`src/hw/rtl/sle_pkg.sv`:
```
// ----------------------------------------------------------------------------
// sle_pkg: shared definitions for the sorted list engine
// Command and status codes, data widths and the per-cell control word.
// ----------------------------------------------------------------------------
`default_nettype none

package sle_pkg;

  localparam int DATA_W        = 32;
  localparam int DEPTH_DEFAULT = 16;
  localparam int CMD_W         = 3;
  localparam int STATUS_W      = 2;

  localparam logic [CMD_W-1:0] CMD_INSERT   = 3'd0;
  localparam logic [CMD_W-1:0] CMD_DEL_MIN  = 3'd1;
  localparam logic [CMD_W-1:0] CMD_DEL_MAX  = 3'd2;
  localparam logic [CMD_W-1:0] CMD_SEARCH   = 3'd3;
  localparam logic [CMD_W-1:0] CMD_DEL_VAL  = 3'd4;

  localparam logic [STATUS_W-1:0] ST_OK       = 2'd0;
  localparam logic [STATUS_W-1:0] ST_EMPTY    = 2'd1;
  localparam logic [STATUS_W-1:0] ST_NOTFOUND = 2'd2;
  localparam logic [STATUS_W-1:0] ST_FULL     = 2'd3;

  // Control word broadcast to every cell of the chain.
  typedef struct packed {
    logic eval;     // capture compare flags against the operand
    logic ins;      // open a gap at the insert point and drop the operand in
    logic shl_all;  // every cell takes its right neighbor (remove the head)
    logic shl_ge;   // cells at or past the match take their right neighbor
  } cell_op_t;

endpackage

`default_nettype wire

```
`src/hw/rtl/sle_in_if.sv`:
```
// ----------------------------------------------------------------------------
// sle_in_if: command channel of the sorted list engine
// Valid/ready channel carrying one command and its operand.
// ----------------------------------------------------------------------------
`default_nettype none

interface sle_in_if;
  logic                             valid;
  logic                             ready;
  logic [sle_pkg::CMD_W-1:0]        cmd;
  logic signed [sle_pkg::DATA_W-1:0] operand_value;

  modport source (output valid, output cmd, output operand_value, input ready);
  modport sink   (input valid, input cmd, input operand_value, output ready);
endinterface

`default_nettype wire

```
`src/hw/rtl/sle_out_if.sv`:
```
// ----------------------------------------------------------------------------
// sle_out_if: result channel of the sorted list engine
// Valid/ready channel carrying status, removed value and entry count.
// ----------------------------------------------------------------------------
`default_nettype none

interface sle_out_if #(
  parameter int CNT_W = $clog2(sle_pkg::DEPTH_DEFAULT + 1)
);
  logic                              valid;
  logic                              ready;
  logic [sle_pkg::STATUS_W-1:0]      status;
  logic signed [sle_pkg::DATA_W-1:0] removed_value;
  logic [CNT_W-1:0]                  entry_count;

  modport source (output valid, output status, output removed_value,
                  output entry_count, input ready);
  modport sink   (input valid, input status, input removed_value,
                  input entry_count, output ready);
endinterface

`default_nettype wire

```
`src/hw/rtl/sle_cell.sv`:
```
// ----------------------------------------------------------------------------
// sle_cell: one slot of the sorted chain
// Holds one entry, compares it with the operand and shifts with its neighbors.
// ----------------------------------------------------------------------------
`default_nettype none

module sle_cell #(
  parameter int CNT_W = 5,
  parameter int IDX   = 0
) (
  input  wire                              clk,
  input  wire                              rst_n,
  input  wire sle_pkg::cell_op_t           op,
  input  wire signed [sle_pkg::DATA_W-1:0] operand,
  input  wire [CNT_W-1:0]                  count,
  input  wire signed [sle_pkg::DATA_W-1:0] left_entry,
  input  wire                              left_ge,
  input  wire signed [sle_pkg::DATA_W-1:0] right_entry,
  output logic signed [sle_pkg::DATA_W-1:0] entry,
  output logic                             ge,
  output logic                             hit,
  output logic signed [sle_pkg::DATA_W-1:0] last_entry
);

  logic signed [sle_pkg::DATA_W-1:0] entry_r, entry_nxt;
  logic ge_r, ge_nxt;
  logic eq_r, eq_nxt;
  logic last_r, last_nxt;
  logic occupied;

  assign occupied = CNT_W'(IDX) < count;

  // An empty slot counts as greater-or-equal, so the first empty slot is the
  // insert point when every stored entry is smaller than the operand.
  always_comb begin
    ge_nxt   = ge_r;
    eq_nxt   = eq_r;
    last_nxt = last_r;
    if (op.eval) begin
      ge_nxt   = !occupied || !(entry_r < operand);
      eq_nxt   = occupied && (entry_r == operand);
      last_nxt = (CNT_W'(IDX + 1) == count);
    end
  end

  always_comb begin
    entry_nxt = entry_r;
    if (op.ins && ge_r) begin
      entry_nxt = left_ge ? left_entry : operand;
    end else if (op.shl_all || (op.shl_ge && ge_r)) begin
      entry_nxt = right_entry;
    end
  end

  always_ff @(posedge clk) begin
    if (!rst_n) begin
      ge_r   <= 1'b0;
      eq_r   <= 1'b0;
      last_r <= 1'b0;
    end else begin
      ge_r   <= ge_nxt;
      eq_r   <= eq_nxt;
      last_r <= last_nxt;
    end
  end

  always_ff @(posedge clk) begin
    entry_r <= entry_nxt;
  end

  assign entry      = entry_r;
  assign ge         = ge_r;
  assign hit        = ge_r && !left_ge && eq_r;
  assign last_entry = last_r ? entry_r : '0;

endmodule

`default_nettype wire

```
`src/hw/rtl/sorted_list_engine.sv`:
```
// ----------------------------------------------------------------------------
// sorted_list_engine: bounded sorted multiset of signed 32-bit values
// A chain of DEPTH cells keeps the entries in ascending order in slots
// 0 .. count-1; a small controller sequences each command through the chain.
// ----------------------------------------------------------------------------
// Each command transaction runs in order: the accept edge latches the
// command, in the evaluate phase every cell compares its entry with the
// operand in parallel and registers the result in its compare flags, and in
// the update phase the chain shifts and the result register loads. One
// command is in the chain at a time, so a new command is taken only once the
// previous one has left the update phase. A finished result waits in its own
// register, so the next command is accepted while the previous result has not
// yet been taken; its update stage then waits for the result register to
// drain. Insert puts the value in front of the first entry that is greater
// than or equal to it, delete-min and delete-max return the end entries,
// search reports a match, and delete-value removes one equal entry. Status
// reports an empty store, a missing value or an insert into a full store,
// which is dropped. Unused command codes leave the store alone and report ok.
// The store needs no clearing after reset: only slots below the entry count
// are ever used.
// ----------------------------------------------------------------------------
`default_nettype none

module sorted_list_engine #(
  parameter int DEPTH = sle_pkg::DEPTH_DEFAULT
) (
  input  wire        clk,
  input  wire        rst_n,
  sle_in_if.sink     in_ch,
  sle_out_if.source  out_ch
);

  localparam int CNT_W = $clog2(DEPTH + 1);

  localparam logic [1:0] PH_IDLE = 2'd0;
  localparam logic [1:0] PH_EVAL = 2'd1;
  localparam logic [1:0] PH_UPD  = 2'd2;

  logic [1:0] phase_r, phase_nxt;
  logic [sle_pkg::CMD_W-1:0] cmd_r;
  logic signed [sle_pkg::DATA_W-1:0] operand_r;
  logic [CNT_W-1:0] count_r, count_nxt;

  logic out_valid_r, out_valid_nxt;
  logic [sle_pkg::STATUS_W-1:0] status_r, status_nxt;
  logic signed [sle_pkg::DATA_W-1:0] removed_r, removed_nxt;

  logic accept;
  logic upd_go;
  logic full;
  logic empty;
  logic found;
  logic signed [sle_pkg::DATA_W-1:0] max_entry;
  sle_pkg::cell_op_t op;

  logic signed [sle_pkg::DATA_W-1:0] entry_a [DEPTH];
  logic signed [sle_pkg::DATA_W-1:0] last_a  [DEPTH];
  logic [DEPTH-1:0] ge_vec;
  logic [DEPTH-1:0] hit_vec;

  assign in_ch.ready = (phase_r == PH_IDLE);
  assign accept      = in_ch.valid && in_ch.ready;

  // The update stage only runs once the result register is free or draining.
  assign upd_go = (phase_r == PH_UPD) && (!out_valid_r || out_ch.ready);

  assign full  = (count_r == CNT_W'(DEPTH));
  assign empty = (count_r == '0);

  // The first greater-or-equal cell is the only place an equal entry can
  // first appear, so at most one cell raises its hit flag.
  assign found = |hit_vec;

  // Of a non-empty store exactly one occupied cell marks itself as last;
  // all others give zero, so an OR over the chain picks the largest entry.
  always_comb begin
    max_entry = '0;
    for (int i = 0; i < DEPTH; i++) begin
      max_entry = max_entry | last_a[i];
    end
  end

  always_comb begin
    op.eval    = (phase_r == PH_EVAL);
    op.ins     = upd_go && (cmd_r == sle_pkg::CMD_INSERT) && !full;
    op.shl_all = upd_go && (cmd_r == sle_pkg::CMD_DEL_MIN) && !empty;
    op.shl_ge  = upd_go && (cmd_r == sle_pkg::CMD_DEL_VAL) && found;
  end

  generate
    for (genvar g = 0; g < DEPTH; g++) begin : g_cell
      logic signed [sle_pkg::DATA_W-1:0] left_e;
      logic signed [sle_pkg::DATA_W-1:0] right_e;
      logic                              left_g;

      if (g == 0) begin : g_head
        assign left_e = entry_a[g];
        assign left_g = 1'b0;
      end else begin : g_body
        assign left_e = entry_a[g-1];
        assign left_g = ge_vec[g-1];
      end

      if (g == DEPTH - 1) begin : g_tail
        assign right_e = entry_a[g];
      end else begin : g_mid
        assign right_e = entry_a[g+1];
      end

      sle_cell #(
        .CNT_W (CNT_W),
        .IDX   (g)
      ) u_cell (
        .clk         (clk),
        .rst_n       (rst_n),
        .op          (op),
        .operand     (operand_r),
        .count       (count_r),
        .left_entry  (left_e),
        .left_ge     (left_g),
        .right_entry (right_e),
        .entry       (entry_a[g]),
        .ge          (ge_vec[g]),
        .hit         (hit_vec[g]),
        .last_entry  (last_a[g])
      );
    end
  endgenerate

  always_comb begin
    phase_nxt = phase_r;
    case (phase_r)
      PH_IDLE: begin
        if (accept) begin
          phase_nxt = PH_EVAL;
        end
      end
      PH_EVAL: begin
        phase_nxt = PH_UPD;
      end
      PH_UPD: begin
        if (upd_go) begin
          phase_nxt = PH_IDLE;
        end
      end
      default: begin
        phase_nxt = PH_IDLE;
      end
    endcase
  end

  // Result and entry count for the command in the update stage.
  always_comb begin
    count_nxt     = count_r;
    status_nxt    = status_r;
    removed_nxt   = removed_r;
    out_valid_nxt = out_valid_r;
    if (out_valid_r && out_ch.ready) begin
      out_valid_nxt = 1'b0;
    end
    if (upd_go) begin
      out_valid_nxt = 1'b1;
      status_nxt    = sle_pkg::ST_OK;
      removed_nxt   = '0;
      case (cmd_r)
        sle_pkg::CMD_INSERT: begin
          if (full) begin
            status_nxt = sle_pkg::ST_FULL;
          end else begin
            count_nxt = count_r + CNT_W'(1);
          end
        end
        sle_pkg::CMD_DEL_MIN: begin
          if (empty) begin
            status_nxt = sle_pkg::ST_EMPTY;
          end else begin
            removed_nxt = entry_a[0];
            count_nxt   = count_r - CNT_W'(1);
          end
        end
        sle_pkg::CMD_DEL_MAX: begin
          if (empty) begin
            status_nxt = sle_pkg::ST_EMPTY;
          end else begin
            removed_nxt = max_entry;
            count_nxt   = count_r - CNT_W'(1);
          end
        end
        sle_pkg::CMD_SEARCH, sle_pkg::CMD_DEL_VAL: begin
          if (empty) begin
            status_nxt = sle_pkg::ST_EMPTY;
          end else if (!found) begin
            status_nxt = sle_pkg::ST_NOTFOUND;
          end else if (cmd_r == sle_pkg::CMD_DEL_VAL) begin
            count_nxt = count_r - CNT_W'(1);
          end
        end
        default: begin
          status_nxt = sle_pkg::ST_OK;
        end
      endcase
    end
  end

  always_ff @(posedge clk) begin
    if (!rst_n) begin
      phase_r     <= PH_IDLE;
      count_r     <= '0;
      out_valid_r <= 1'b0;
    end else begin
      phase_r     <= phase_nxt;
      count_r     <= count_nxt;
      out_valid_r <= out_valid_nxt;
    end
  end

  always_ff @(posedge clk) begin
    if (accept) begin
      cmd_r     <= in_ch.cmd;
      operand_r <= in_ch.operand_value;
    end
    status_r  <= status_nxt;
    removed_r <= removed_nxt;
  end

  // The entry count only moves in the update stage, which waits for the
  // result register to drain, so it always matches the pending result.
  assign out_ch.valid         = out_valid_r;
  assign out_ch.status        = status_r;
  assign out_ch.removed_value = removed_r;
  assign out_ch.entry_count   = count_r;

endmodule

`default_nettype wire

```
`src/flat_wrapper.sv`:
```
// flat-port wrapper written by rule: the top's interface ports become plain ports
module sorted_list_engine_flat 
#(
  parameter int DEPTH = sle_pkg::DEPTH_DEFAULT
)
  (clk, rst_n, in_ch_valid, in_ch_cmd, in_ch_operand_value, in_ch_ready, out_ch_valid, out_ch_status, out_ch_removed_value, out_ch_entry_count, out_ch_ready);
  sle_in_if in_ch_i ();
  sle_out_if #(.CNT_W(($clog2((sle_pkg::DEPTH_DEFAULT) + 1)))) out_ch_i ();
  input  wire clk;
  input  wire rst_n;
  input wire logic [$bits(in_ch_i.valid)-1:0] in_ch_valid;
  input wire logic [$bits(in_ch_i.cmd)-1:0] in_ch_cmd;
  input wire logic [$bits(in_ch_i.operand_value)-1:0] in_ch_operand_value;
  output wire logic [$bits(in_ch_i.ready)-1:0] in_ch_ready;
  output wire logic [$bits(out_ch_i.valid)-1:0] out_ch_valid;
  output wire logic [$bits(out_ch_i.status)-1:0] out_ch_status;
  output wire logic [$bits(out_ch_i.removed_value)-1:0] out_ch_removed_value;
  output wire logic [$bits(out_ch_i.entry_count)-1:0] out_ch_entry_count;
  input wire logic [$bits(out_ch_i.ready)-1:0] out_ch_ready;
  assign in_ch_i.valid = in_ch_valid;
  assign in_ch_i.cmd = in_ch_cmd;
  assign in_ch_i.operand_value = in_ch_operand_value;
  assign in_ch_ready = in_ch_i.ready;
  assign out_ch_valid = out_ch_i.valid;
  assign out_ch_status = out_ch_i.status;
  assign out_ch_removed_value = out_ch_i.removed_value;
  assign out_ch_entry_count = out_ch_i.entry_count;
  assign out_ch_i.ready = out_ch_ready;
  sorted_list_engine #(.DEPTH(DEPTH)) u_core (.clk(clk), .rst_n(rst_n), .in_ch(in_ch_i), .out_ch(out_ch_i));
endmodule
```
`config.mk`:
```
export PLATFORM = sky130hd
export DESIGN_NAME = sorted_list_engine_flat
export DESIGN_NICKNAME = d
export VERILOG_FILES = /design/src/hw/rtl/sle_pkg.sv /design/src/hw/rtl/sle_in_if.sv /design/src/hw/rtl/sle_out_if.sv /design/src/hw/rtl/sle_cell.sv /design/src/hw/rtl/sorted_list_engine.sv /design/src/flat_wrapper.sv
export SDC_FILE = /design/constraint.sdc
export NUM_CORES = 2
export LEC_CHECK = 0
export BUFFER_PORTS_ARGS = -buffer_cell sky130_fd_sc_hd__buf_2
export CORE_ASPECT_RATIO = 0.5
export CORE_MARGIN = 3
export CORE_UTILIZATION = 60
export CTS_BUF_LIST = sky130_fd_sc_hd__clkbuf_2
export CTS_CLUSTER_DIAMETER = 150
export DETAILED_ROUTE_END_ITERATION = 10
export HOLD_SLACK_MARGIN = 0.15
export PLACE_DENSITY_LB_ADDON = 0.2
export SYNTH_ARGS = -nofsm -noshare
export SYNTH_HDL_FRONTEND = slang
export SYNTH_HIERARCHICAL = 1
export SYNTH_SLANG_ARGS = --single-unit
```
`constraint.sdc`:
```
create_clock -name clk -period 4.8 [get_ports clk]
set_input_delay 0.48 -clock clk [delete_from_list [all_inputs] [get_ports clk]]
set_output_delay 0.48 -clock clk [all_outputs]
set_load 0.02 [all_outputs]
```
# [Yosys cells after proc, flatten, opt, wreduce, memory -nomap -nowiden]
# Cells that the tools add are included.
[word_totals] in_bits=39 ff_bits=637 word_cells=440
[classes] n_mux=80 eq_ne=46 bitwise_logic=15 n_addsub=2 reduce_logical=194 order_cmp=32
[op_table] operator="$mux W32" count=63
[op_table] operator="$eq A32 B32 Y1" count=16
[op_table] operator="$lt A32 B32 Y1" count=16
[op_table] operator="$or A32 B32 Y32" count=15
[op_table] operator="$logic_and A1 B1 Y1" count=87
[op_table] operator="$pmux W32 S2" count=1
[op_table] operator="$logic_not A1 Y1" count=50
[op_table] operator="$eq A4 B5 Y1 const A" count=8
[op_table] operator="$lt A4 B5 Y1 const A" count=8
[op_table] operator="$logic_or A1 B1 Y1" count=32
[op_table] operator="$reduce_bool A2 Y1" count=16
[op_table] operator="$mux W5" count=5
[op_table] operator="$eq A3 B5 Y1 const A" count=4
[op_table] operator="$lt A3 B5 Y1 const A" count=4
[op_table] operator="$reduce_or A16 Y1" count=1
[op_table] operator="$pmux W5 S3" count=1
[op_table] operator="$pmux W2 S3" count=2
[op_table] operator="$eq A2 B5 Y1 const A" count=2
[op_table] operator="$lt A1 B5 Y1 const A" count=2
[op_table] operator="$lt A2 B5 Y1 const A" count=2
[op_table] operator="$mux W2" count=5
[op_table] operator="$ne A2 B2 Y1 const B" count=4
[op_table] operator="$reduce_and A7 Y1" count=1
[op_table] operator="$eq A3 B2 Y1 const B" count=2
[op_table] operator="17 further kinds" count=22

# [Depth between registers and ports, before layout]
[logic_depth] ltp_word=18 mapped_depth=9 depth_no_buf=8

# [By module]
# The synthesis kept the hierarchy.
[modules_own_cells] mod="sle_cell at u_core.g_cell[10].u_cell ..." seq_area_each_um2=1021.0 area_each_um2=2811.4 cells_each=313 n_inst=2
[modules_own_cells] mod="sle_cell at u_core.g_cell[14].u_cell ..." seq_area_each_um2=1021.0 area_each_um2=2793.9 cells_each=310 n_inst=2
[modules_own_cells] mod="sorted_list_engine" seq_area_each_um2=2232.1 area_each_um2=4031.4 cells_each=344 n_inst=1
[modules_own_cells] mod="sle_cell at u_core.g_cell[13].u_cell" seq_area_each_um2=1021.0 area_each_um2=2822.7 cells_each=310 n_inst=1
[modules_own_cells] mod="sle_cell at u_core.g_cell[6].u_cell" seq_area_each_um2=1021.0 area_each_um2=2808.9 cells_each=312 n_inst=1
[modules_own_cells] mod="sle_cell at u_core.g_cell[12].u_cell" seq_area_each_um2=1021.0 area_each_um2=2798.9 cells_each=312 n_inst=1
[modules_own_cells] mod="sle_cell at u_core.g_cell[0].u_cell" seq_area_each_um2=1021.0 area_each_um2=2792.7 cells_each=311 n_inst=1
[modules_own_cells] mod="sle_cell at u_core.g_cell[11].u_cell" seq_area_each_um2=1021.0 area_each_um2=2790.2 cells_each=308 n_inst=1
[modules_own_cells] mod="sle_cell at u_core.g_cell[7].u_cell" seq_area_each_um2=1021.0 area_each_um2=2790.2 cells_each=305 n_inst=1
[modules_own_cells] mod="sle_cell at u_core.g_cell[8].u_cell" seq_area_each_um2=1021.0 area_each_um2=2790.2 cells_each=307 n_inst=1
[modules_own_cells] mod="sle_cell at u_core.g_cell[1].u_cell" seq_area_each_um2=1021.0 area_each_um2=2788.9 cells_each=306 n_inst=1
[modules_own_cells] mod="sle_cell at u_core.g_cell[5].u_cell" seq_area_each_um2=1021.0 area_each_um2=2785.2 cells_each=309 n_inst=1
[modules_own_cells] mod="sle_cell at u_core.g_cell[9].u_cell" seq_area_each_um2=1021.0 area_each_um2=2785.2 cells_each=305 n_inst=1
[modules_own_cells] mod="sle_cell at u_core.g_cell[3].u_cell" seq_area_each_um2=1021.0 area_each_um2=2783.9 cells_each=307 n_inst=1
[modules_own_cells] mod="sle_cell at u_core.g_cell[15].u_cell" seq_area_each_um2=1021.0 area_each_um2=2776.4 cells_each=307 n_inst=1

# [Least setup slack after synthesis]
# Ideal clock, no wire load.
[synth_path] kind="input port to flip-flop" from="input port out_ch_ready" to="register u_core.g_cell[0].u_cell.entry_r, in the netlist u_core/g_cell[0].u_cell/entry[0], enable pin" t_required_ps=4406 arrival_time_ps=4266 setup_ps=394 stages=6 slack_ps=140 path_buffers=0 path_cell_list="nand2b_1 -> nor2b_1 -> nand2_1 -> a21oi_1 -> o21ai_0 -> nand2b_1"
[synth_rtl] item="start: declaration" line_no="flat_wrapper.sv:19" source="input wire logic [$bits(out_ch_i.ready)-1:0] out_ch_ready;"
[synth_rtl] item="end signal: assignment" line_no="sle_cell.sv:68" source="entry_r <= entry_nxt;"
[synth_rtl] item="end: declaration" line_no="sle_cell.sv:25" source="logic signed [sle_pkg::DATA_W-1:0] entry_r, entry_nxt;"

==> flow_metrics.py <==
metrics = {
    "floorplan": {
        "ios": 80,
        "start_util": 0.610,
        "dieWidth_um": 409,
        "die_area_um2": 84900,
        "die-height_um": 208,
        "fp-row-count": 73,
        "coreArea_um2": 79900,
    },
    "placement": {
        "pre_cts_slack_ps": 1260,
        "place_congestion": 0.969,
        "dpl.hpwl_um": 119000,
        "io_buffers": 79,
    },
    "worst_setup_path": {
        "r2r-start": "u_core/g_cell[9].u_cell/ge",
        "cp_data_required_time_ps": 5660,
        "rr_worst_depth": 6,
        "reg2reg_to": "u_core/g_cell[0].u_cell/entry[17]",
        "endpoint_kind": "flip-flop",
        "regToRegSetupSlack_ps": 1090,
        "crit_path_end": "u_core/g_cell[0].u_cell/entry[17]",
        "path_max_fanout": 37,
        "arrival_ps": 4570,
        "critical_path.startpoint": "u_core/g_cell[9].u_cell/ge",
        "start_kind": "flip-flop",
        "critPathKind": "reg -> reg",
    },
    "global_routing": {
        "grt_max_degree": 65,
        "antenna_found_initial": 4,
        "grt_pass1_wl_um": 235000,
        "grt_pass1_vias": 39079,
        "overflow": 0,
        "grt_usage": 0.359,
    },
    "cts": {
        "clkTransAtPathRegs_ps": 110,
        "postCtsSetupBuffers": 0,
        "cts_buffers": 158,
        "cts.sinks": 637,
        "clockRootBuffer": "clkbuf_2",
        "cts_tree": "yes",
        "clk_path_buf_depth": 3,
        "htreeDepth": 4,
        "worstSkewPairLatency_ps": 1380,
    },
    "power_and_ir_drop": {
        "ir_drop_uv": 230,
        "p_seq_frac": 0.524,
        "p_int_mw": 8.23,
        "clkPwrFrac": 0.351,
        "leakage_nw": 22.5,
        "cellPowerDensity_nw_per_um2": 221,
        "netSwitchingFraction": 0.300,
        "p_comb_frac": 0.125,
        "p_sw_mw": 3.52,
    },
    "timing": {
        "finalSetupViolations": 0,
        "grt_setup_unrepaired": "false",
        "min_period_ps": 3710,
        "finalSetupTns_ps": 0,
        "slew_headroom": 0.0585,
        "skew_ps": 98.5,
        "hold_viol": 0,
        "fin_hold_ws_ps": 368,
        "fmax_mhz": 269,
        "finalCritPeriodShare": 0.773,
        "postLayoutSetupSlackWorst_ps": 1090,
        "final_max_slew_viol_count": 0,
        "worst_slew_pin_slew_ps": 1400,
    },
    "detailed_routing": {
        "vias": 42241,
        "drt_iter0_markers": 6167,
        "dr.pass1.iters": 8,
        "ant_nets": 0,
        "drcViolationCount": 0,
        "routed_via_density": 6.27,
        "wl_um": 158000,
        "dr.max_layer_used": "met4",
        "wl_met2_um": 60000,
        "wl_met1_um": 70300,
        "dr_wl_met3_um": 24600,
        "wire_per_inst_um": 23.4,
    },
    "synthesis": {
        "ys_types": 87,
        "synthCells": 5289,
        "synthFlopType": "edfxtp_1",
        "synth_area_per_cell_um2": 9.22,
        "synth_common_cells": "a21oi_1 (745), nor2_1 (585), edfxtp_1 (581)",
        "synth_fp_nets": 5844,
        "ys_ff_latch": 637,
        "yosysWarnings": 6,
        "synthTopCellsByArea": "edfxtp_1 (36%), ha_1 (13%), mux2i_1 (11%)",
        "yosysTopAreaCell": "edfxtp_1",
        "post-synth-top-area-fraction": 0.358,
        "synth_most_common_cell": "a21oi_1",
        "synth_edf_count": 581,
        "netlist_area_um2": 48800,
        "ys_seq_area_frac": 0.381,
        "async_reset_ff_frac": 0,
    },
    "layout": {
        "final_nets": 6068,
        "area_growth_pct": 8.83,
        "drive_above_1_share": 0.101,
    },
    "min_path": {
        "hp-class": "in -> reg",
    },
    "outcome": {
        "status": "completed",
    },
    "job": {
        "maxCapViolCount": 0,
    },
}
==> sequential cells by signal (all words and copies together), names as in the netlist <==
signal	count
u_core/operand_r	32
u_core/out_ch.valid	1
u_core/g_cell.u_cell/eq_r	16
u_core/g_cell.u_cell/ge	16
u_core/g_cell.u_cell/entry	512
u_core/cmd_r	3
u_core/out_ch.status	2
u_core/out_ch.entry_count	5
u_core/out_ch.removed_value	32
u_core/phase_r	2
u_core/g_cell.u_cell/last_r	16
==> power groups by stage <==
stage / combinational [mW] / sequential (mW) / clock (mW)
final: 1.47 / 6.16 / 4.12
after global routing: 1.62 / 6.16 / 4.49
after detailed placement: 1.38 / 6.28 / 0
after CTS: 1.44 / 6.15 / 4.20
after floorplan: 0.988 / 6.25 / 0
after global placement: 1.31 / 6.27 / 0
==> metal layers <==
layer  up-vias  global-route usage
met5         -                   0
met4         0              0.0835
met3       198               0.102
met2      2565               0.465
met1     19999               0.577
li1      19479                   -
==> logic make-up (layout without fill, tap and decap cells) <==
group,Yosys count,after routing,synth area share
compound gates,1060,1060,0.123
xor+xnor,5,5,0.000898
fa+ha+maj,516,516,0.133
buf+inv,766,1122,0.0603
flops,637,637,0.381
mux,515,515,0.106
other cells,1,3,0.0000769
simple gates,1789,1789,0.196
==> how the worst min path moves through the flow <==
stage / slack [ps] / endpoint / cells past startpoint / start
5_1_grt: 270 / u_core/operand_r[13] / 3 / in_ch_operand_value[13]
6_report: 370 / u_core/operand_r[14] / 3 / in_ch_operand_value[14]
4_1_cts: 190 / u_core/operand_r[24] / 3 / in_ch_operand_value[24]
2_1_floorplan: 450 / u_core/g_cell[1].u_cell/eq_r / 2 / u_core/g_cell[1].u_cell/eq_r
3_5_place_dp: 470 / u_core/g_cell[6].u_cell/eq_r / 2 / u_core/g_cell[6].u_cell/eq_r
3_3_place_gp: 450 / u_core/g_cell[1].u_cell/eq_r / 2 / u_core/g_cell[1].u_cell/eq_r
==> critical path: stages (launching register included) <==
cell and delay [ps]:
dfxtp_2 1100, nor2_1 110, nor4_1 660, nand4_1 210
and3_1 350, o21ai_0 250, nand2b_2 490
==> stage by stage <==
stage,utilization,cell area (um^2),total power [mW],std cells
finish,0.664,53100,11.8,6734
floorplan,-,48800,7.24,5289
detailed placement,0.635,50700,7.66,6362
CTS,0.664,53100,11.8,6732
global route,0.664,53100,12.3,6734
global placement,0.635,50700,7.58,6362
==> layout by cell type (no fill, tap or decap), types with 7 or more instances in the layout <==
cell type / Yosys / final
dlygate4sd3_1: 0 / 78
a21oi_1: 745 / 745
buf_2: 51 / 79
nor4_2: 10 / 14
and2_2: 1 / 18
dfxtp_2: 0 / 15
o21a_1: 15 / 15
dfxtp_1: 56 / 41
nand2b_1: 42 / 40
inv_2: 0 / 7
and4_1: 9 / 9
nor2b_1: 29 / 27
a211oi_1: 16 / 16
inv_1: 534 / 534
edfxtp_1: 581 / 581
o21ai_1: 9 / 9
a21o_1: 24 / 24
o21ai_0: 89 / 89
o211ai_1: 24 / 24
nand2_1: 143 / 143
nor3b_1: 7 / 7
ha_1: 515 / 515
a21boi_0: 23 / 23
nor2_1: 585 / 585
nor4_1: 157 / 153
nand4_1: 137 / 137
a221o_1: 10 / 10
nand4_2: 8 / 8
a22o_1: 32 / 32
nand3_1: 52 / 52
mux2i_1: 515 / 515
nor3_1: 30 / 30
and2_1: 532 / 515
buf_4: 0 / 137
clkbuf_2: 0 / 238
clkinv_1: 0 / 39
==> final cells by class <==
| cell class | instances | area, um^2 |
|---|---|---|
| Clock buffer | 238 | 1190 |
| Inverter | 534 | 2000 |
| Multi-Input combinational cell | 3886 | 27300 |
| Tap cell | 1087 | 1360 |
| Antenna cell | 2 | 5.00 |
| Fill cell | 6553 | 26900 |
| Clock inverter | 54 | 340 |
| Sequential cell | 637 | 18600 |
| Timing Repair Buffer | 296 | 2240 |
==> what timing repair did <==
action	CTS	global route
hold buffers	78	0
resized for setup	0	0
hold endpoints to repair	160	0
Note: power is estimated with default switching activity, not from simulation.
